<file path="config.mk">
export PLATFORM = sky130hd
export DESIGN_NAME = bbof_divroot
export DESIGN_NICKNAME = d
export VERILOG_FILES = /design/src/hdl/bbof_pkg.sv /design/src/hdl/bbof_divroot.sv
export SDC_FILE = /design/constraint.sdc
export NUM_CORES = 1
export LEC_CHECK = 0
export BUFFER_PORTS_ARGS = -buffer_cell sky130_fd_sc_hd__buf_2
export CORE_MARGIN = 2
export CORE_UTILIZATION = 45
export CTS_CLUSTER_SIZE = 30
export DETAILED_ROUTE_END_ITERATION = 10
export HOLD_SLACK_MARGIN = 0.15
export MAX_ROUTING_LAYER = met4
export PLACE_DENSITY = 0.64
export SLEW_MARGIN = 15
export SYNTH_ARGS = -nofsm -noshare
export SYNTH_HDL_FRONTEND = slang
export SYNTH_SLANG_ARGS = --single-unit
</file>
<file path="constraint.sdc">
create_clock -name clk -period 7.45 [get_ports clk]
set_input_delay 0.3725 -clock clk [delete_from_list [all_inputs] [get_ports clk]]
set_output_delay 0.3725 -clock clk [all_outputs]
set_load 0.01 [all_outputs]
</file>
<file path="src/hdl/bbof_pkg.sv">
// bbof_pkg: shared types and constants for the billboard offset and fade block
// no dependencies
`timescale 1ns / 1ps
package bbof_pkg;
    localparam int FRACTION_BITS = 16;
    localparam logic [33:0] NEAR_LSB = 34'(((64'd1 << FRACTION_BITS) + 64'd5000) / 64'd10000);
    localparam int ADDR_W = 4;
    localparam logic [ADDR_W-1:0] REG_OFFSET = 4'h0;
    localparam logic [ADDR_W-1:0] REG_FADE   = 4'h4;
    localparam logic [ADDR_W-1:0] REG_ALPHA  = 4'h8;

    typedef struct packed {
        logic        camera_present;
        logic [31:0] cam_x;
        logic [31:0] cam_y;
        logic [31:0] cam_z;
        logic [31:0] item_x;
        logic [31:0] item_y;
        logic [31:0] item_z;
    } bbof_in_t;

    typedef struct packed {
        logic        position_written;
        logic [31:0] new_x;
        logic [31:0] new_y;
        logic [31:0] new_z;
        logic        alpha_written;
        logic [16:0] alpha_out;
    } bbof_out_t;

    // shared divider / root unit control
    typedef struct packed {
        logic        start;
        logic        is_sqrt;
        logic [67:0] num;
        logic [33:0] den;
    } bbof_du_req_t;

    typedef struct packed {
        logic        done;
        logic [67:0] quot;
    } bbof_du_rsp_t;
endpackage

</file>
<file path="src/hdl/bbof_divroot.sv">
// bbof_divroot: bit-serial restoring divider and integer square root
// depends on bbof_pkg
`timescale 1ns / 1ps
module bbof_divroot
    import bbof_pkg::*;
(
    input  logic         clk,
    input  logic         rst_n,
    input  bbof_du_req_t req,
    output bbof_du_rsp_t rsp
);
    logic [67:0] num_reg, num_next;
    logic [69:0] rem_reg, rem_next;
    logic [67:0] q_reg, q_next;
    logic [33:0] den_reg, den_next;
    logic        sq_reg, sq_next;
    logic [6:0]  cnt_reg, cnt_next;
    logic        busy_reg, busy_next;
    logic        done_reg, done_next;
    logic [69:0] rshift, trial;

    always_comb
    begin
        num_next  = num_reg;
        rem_next  = rem_reg;
        q_next    = q_reg;
        den_next  = den_reg;
        sq_next   = sq_reg;
        cnt_next  = cnt_reg;
        busy_next = busy_reg;
        done_next = 1'b0;
        rshift    = '0;
        trial     = '0;
        if (req.start)
        begin
            num_next  = req.num;
            den_next  = req.den;
            sq_next   = req.is_sqrt;
            rem_next  = '0;
            q_next    = '0;
            cnt_next  = req.is_sqrt ? 7'd34 : 7'd68;
            busy_next = 1'b1;
        end
        else if (busy_reg)
        begin
            if (sq_reg)
            begin
                // two bits of radicand per step
                rshift   = {rem_reg[67:0], num_reg[67:66]};
                trial    = {q_reg[67:0], 2'b01};
                num_next = {num_reg[65:0], 2'b00};
                if (rshift >= trial)
                begin
                    rem_next = rshift - trial;
                    q_next   = {q_reg[66:0], 1'b1};
                end
                else
                begin
                    rem_next = rshift;
                    q_next   = {q_reg[66:0], 1'b0};
                end
            end
            else
            begin
                rshift   = {rem_reg[68:0], num_reg[67]};
                trial    = {36'd0, den_reg};
                num_next = {num_reg[66:0], 1'b0};
                if (rshift >= trial)
                begin
                    rem_next = rshift - trial;
                    q_next   = {q_reg[66:0], 1'b1};
                end
                else
                begin
                    rem_next = rshift;
                    q_next   = {q_reg[66:0], 1'b0};
                end
            end
            cnt_next = cnt_reg - 7'd1;
            if (cnt_reg == 7'd1)
            begin
                busy_next = 1'b0;
                done_next = 1'b1;
            end
        end
    end

    always_ff @(posedge clk or negedge rst_n)
    begin
        if (!rst_n)
        begin
            busy_reg <= 1'b0;
            done_reg <= 1'b0;
            cnt_reg  <= '0;
        end
        else
        begin
            busy_reg <= busy_next;
            done_reg <= done_next;
            cnt_reg  <= cnt_next;
        end
    end

    always_ff @(posedge clk)
    begin
        num_reg <= num_next;
        rem_reg <= rem_next;
        q_reg   <= q_next;
        den_reg <= den_next;
        sq_reg  <= sq_next;
    end

    assign rsp.done = done_reg;
    assign rsp.quot = q_reg;
endmodule

</file>
-- Word-level counts from Yosys, hierarchy flattened
Index checks and enable logic that the tools add are counted.
- add/sub/neg operators: 3
- magnitude comparators: 2
- reduce and logical (&&, ||, !) cells: 1
- equality and inequality tests: 1
- multiplexer cells: 18
- operator list (kind ; number):
    69-bit two-way mux ; 3
    68-bit two-way mux ; 3
    70-bit by 34-bit greater-or-equal comparator with 1-bit output ; 1
    70-bit greater-or-equal comparator ; 1
    69-bit by 34-bit subtractor with 69-bit output ; 1
    69-bit subtractor ; 1
    7-bit two-way mux ; 3
    1-bit two-way mux ; 9
    7-bit by 1-bit == test with 1-bit output (second input constant) ; 1
    7-bit by 1-bit subtractor with 7-bit output (second input constant) ; 1
    2-bit nonzero test ; 1
- output and inout port bits: 69
- bits in registers: 249
- input bits: 106
- word-level logic and storage cells: 33

-- Depth between registers and ports, before layout
- depth after elaboration: 4
- gate-level depth with buffers: 16
- depth with buffers taken out: 15

-- Worst setup path after synthesis
No wires, ideal clock.
- kind: register to register
- start: reg num_reg[67]
- end: reg rem_reg[52]
- data arrival time: 3.379 ns
- slack: 3.935 ns
- setup time: 0.136 ns
- buffers on the path: 0
- cell stages (with the launch flop): 16
- period minus slack after synthesis: 3.515 ns
- data required time: 7.314 ns
- cell sequence: edfxtp_1 > inv_1 > ha_1 > inv_1 > fa_1 > a211oi_1 > o21ai_0 > or3b_1 > o21ai_1 > a21boi_0 > o311ai_0 > or3_1 > or2_2 > o21a_1 > o21ai_0 > a31oi_1
- word-level cells in the longest chain between the ends: 3
- elaborated cells on any way between the ends: 7
- those cells by class: 2 x add/sub; 2 x order compare; 3 x mux
- ends and longest elaborated chain (element ; RTL line ; source):
    start, declared ; bbof_divroot.sv:12 ; logic [67:0] num_reg, num_next;
    start signal, assigned ; bbof_divroot.sv:106 ; num_reg <= num_next;
    69-bit by 34-bit subtractor with 69-bit output (tied with other cells) ; bbof_divroot.sv:70 ; rem_next = rshift - trial;
    69-bit two-way mux, on equally long branches ; bbof_divroot.sv:68, bbof_divroot.sv:52 ;
    69-bit two-way mux * ; bbof_divroot.sv:46 ; if (sq_reg)
    end signal, assigned ; bbof_divroot.sv:107 ; rem_reg <= rem_next;
    end, declared ; bbof_divroot.sv:13 ; logic [69:0] rem_reg, rem_next;
Mark *: on every way between the ends. The rest lies on a longest branch, timed or not.
A chain may end at the register's enable or synchronous reset.

-- Worst setup path in the final report
- start: reg num_reg[66]
- end: reg rem_reg[19]
- word-level cells in the longest chain between the ends: 3
- elaborated cells on any way between the ends: 4
- those cells by class: 1 x add/sub; 1 x order compare; 2 x mux
- ends and longest elaborated chain (element ; RTL line ; source):
    69-bit subtractor or 70-bit greater-or-equal comparator (tied branches) ; bbof_divroot.sv:54, bbof_divroot.sv:52 ;
    69-bit two-way mux * ; bbof_divroot.sv:52 ; if (rshift >= trial)
    69-bit two-way mux * ; bbof_divroot.sv:46 ;
Marked as above.

==> metrics.yaml <==
insertion_delay_ns: 0.58
cts-root-buf: "clkbuf_16"
io_buffers: 174
pre_cts_ws_ns: 2.214
path_clk_slew_ns: 0.07
synth-async-reset-ratio_pct: 3.614
max_stage_delay_ns: 0.82
r2r_slack_ns: 2.11
critPathKind: "flop to flop"
tightest_slew_ns: 1.223
synth_edf_count: 103
wl_met3_um: 3752
yosys_register_bits: 249
outcome: "complete, no violations"
track_usage_pct: 27.79
max_freq_mhz: 187.3
wl_per_cell_um: 19.65
drive_gt1_share_pct: 11.29
ir_drop_mv: 0.4132
fin_hold_ws_ns: 0.2148
drt-total-wl_um: 58040
largest_reg_flops: 69
num_vias: 17229
instances_no_fill: 2953
numCtsBuffers: 30
place_inst: 2792
overflow: 0
postRouteAntennaNets: 0
die_w_um: 204.8
io_pins: 175
ys_warn_count: 0
syn_nets: 2411
maxCapViolations: 0
worst_r2r_startpoint: "num_reg[66]"
ys_seq_area_share_pct: 33.39
dieArea_sq_mm: 0.04196
critical_path_arrival_ns: 5.80
synth.distinct_cells: 88
crit_top_cell: "a21oi_1"
netlist_area_sq_mm: 0.01815
cts_tree: "built"
cp_num_buf_inv: 2
crit_family: "compound AO/OA/AOI/OAI gates"
grt_pass1_vias: 16523
fin_nets: 2616
synthFlopType: "dfxtp_1"
period_share_pct: 71.66
min_path_type: "primary input to async pin"
critical_path.startpoint_type: "flop"
crit_fanout: 17
p_per_area_mw_per_mm2: 455.2
setup_ws_ns: 2.111
fp-row-count: 73
p_leak_nw: 9.643
start_util_pct: 45.68
clock_path_buffers: 3
relSlewSlack_pct: 18.14
crit_chain: "inv_1 -> ha_1 -> nand2b_1 -> a21oi_1 -> o41ai_2 -> a21oi_1 -> o21ai_1 -> o211ai_2 -> a21oi_1 -> o21ai_2 -> buf_4 -> nand2_1 -> o221ai_1 -> o21ai_0"
dpl.hpwl_um: 41000
wl_met1_um: 25840
routed.top_layer: "met4"
cts_sinks: 249
drc_errors: 0
hold_violations: 0
drtIter0Drc: 1383
netlist_instances: 2198
avgSynthCellArea_sq_um: 8.257
post-cts-setup-buffers: 0
fin_tns_setup_ns: 0
core_sq_mm: 0.03973
layout_min_cycle_time_ns: 5.339
r2r_cells: 14
clock_skew_ns: 0.02176
rsz0062_at_grt: "no"
gp_congestion: 0.9366
crit_path_end_kind: "flop"
r2r-end: "rem_reg[19]"
finalSetupViolCount: 0
wl_met2_um: 26830
grt_pass1_wl_um: 90420
die_h_um: 204.8
area_delta_synth_final_pct: 17.83
slew_viol_final: 0
cts-htree-levels: 1
vias_per_cell: 5.834
antenna_found_initial: 1
firstDrtPassIters: 5
cp.required_ns: 7.92
grt_max_degree: 136
cp_slowest_cell: "o21ai_2"
[stage by stage]
stage	area, sq um	total power [mW]	utilization, %
global route	21390	10.39	53.82
finish	21390	9.734	53.82
CTS	21380	9.636	53.80
detailed placement	19320	8.055	48.63
floorplan	18150	6.448	-
global placement	19320	8.032	48.63
[worst max-delay path by stage]
stage / end / start / cells after the start
floorplan: rem_reg[52] / num_reg[67] / 15
global placement: rem_reg[12] / num_reg[66] / 14
detailed placement: rem_reg[19] / num_reg[66] / 14
CTS: rem_reg[19] / num_reg[66] / 14
global route: rem_reg[19] / num_reg[66] / 14
finish: rem_reg[19] / num_reg[66] / 14
[cell usage after synthesis, types with 15 or more instances]
master	n	area share (%)
a211oi_1	20	0.83
a21o_1	47	1.9
a21oi_1	157	4.3
a221oi_1	19	0.92
a31oi_1	20	0.69
buf_2	16	0.44
clkbuf_1	86	1.8
dfxtp_1	137	15
edfxtp_1	103	17
ha_1	106	7.3
inv_1	146	3.0
mux2i_1	150	8.3
nand2_1	252	5.2
nand3_1	21	0.58
nand4_1	29	1.0
nor2_1	220	4.5
nor3_1	40	1.1
nor4_1	15	0.52
o211ai_1	18	0.74
o21a_1	22	0.91
o21ai_0	183	5.0
o21bai_1	30	1.2
xnor2_1	77	3.7
xor2_1	49	2.4
[layout make-up]
cell class / instances / area (sq um)
diodes: 1 / 2.502
clock buffers: 42 / 878.3
clock inverters: 14 / 136.4
fillers: 3731 / 18350
inverters: 146 / 548.0
multi-input cells: 1685 / 11070
flip-flops and latches: 249 / 6065
well taps: 525 / 656.9
repair buffers: 291 / 2031
[logic make-up after synthesis]
kind of cell,after synthesis,synth area share (%)
AND/OR/NAND/NOR,660,16.47
AO/OA/AOI/OAI,639,22.47
buffers and inverters,264,5.715
flip-flops,249,33.39
multiplexers,153,8.459
XOR/XNOR,126,6.080
adder cells (fa/ha/maj),107,7.418
[power by group]
part	switching, mW	leakage [nW]	internal, mW
logic	3.77	6.82	2.41
registers	0.375	2.32	1.68
clock network	0.611	0.501	0.890
[timing repair]
action | 4_1_cts | 5_1_grt
hold endpoints to repair | 116 | 0
gates resized for setup | 0 | 0
hold buffers | 104 | 0
[metal layers]
layer  vias up  global-route usage (%)
li1       8368                       -
met1      8146                   35.85
met2       604                   44.69
met3       111                   4.757
met4         0                   8.100
met5         -                       -
[layout by cell type, fill, tap and decap left out, drive strengths merged, types with 29 or more instances in the layout]
cell,Yosys,final
xor2,49,49
clkbuf,86,43
buf,32,186
nand2,252,252
o21ai,189,189
nor2,220,220
nand4,29,29
ha,106,106
inv,146,146
dlygate4sd3,0,104
dfxtp,137,137
o21bai,30,30
a21oi,157,157
edfxtp,103,103
mux2i,150,150
nor3,44,44
a21o,47,47
xnor2,77,77
Note: power is estimated with default switching activity, not from simulation.
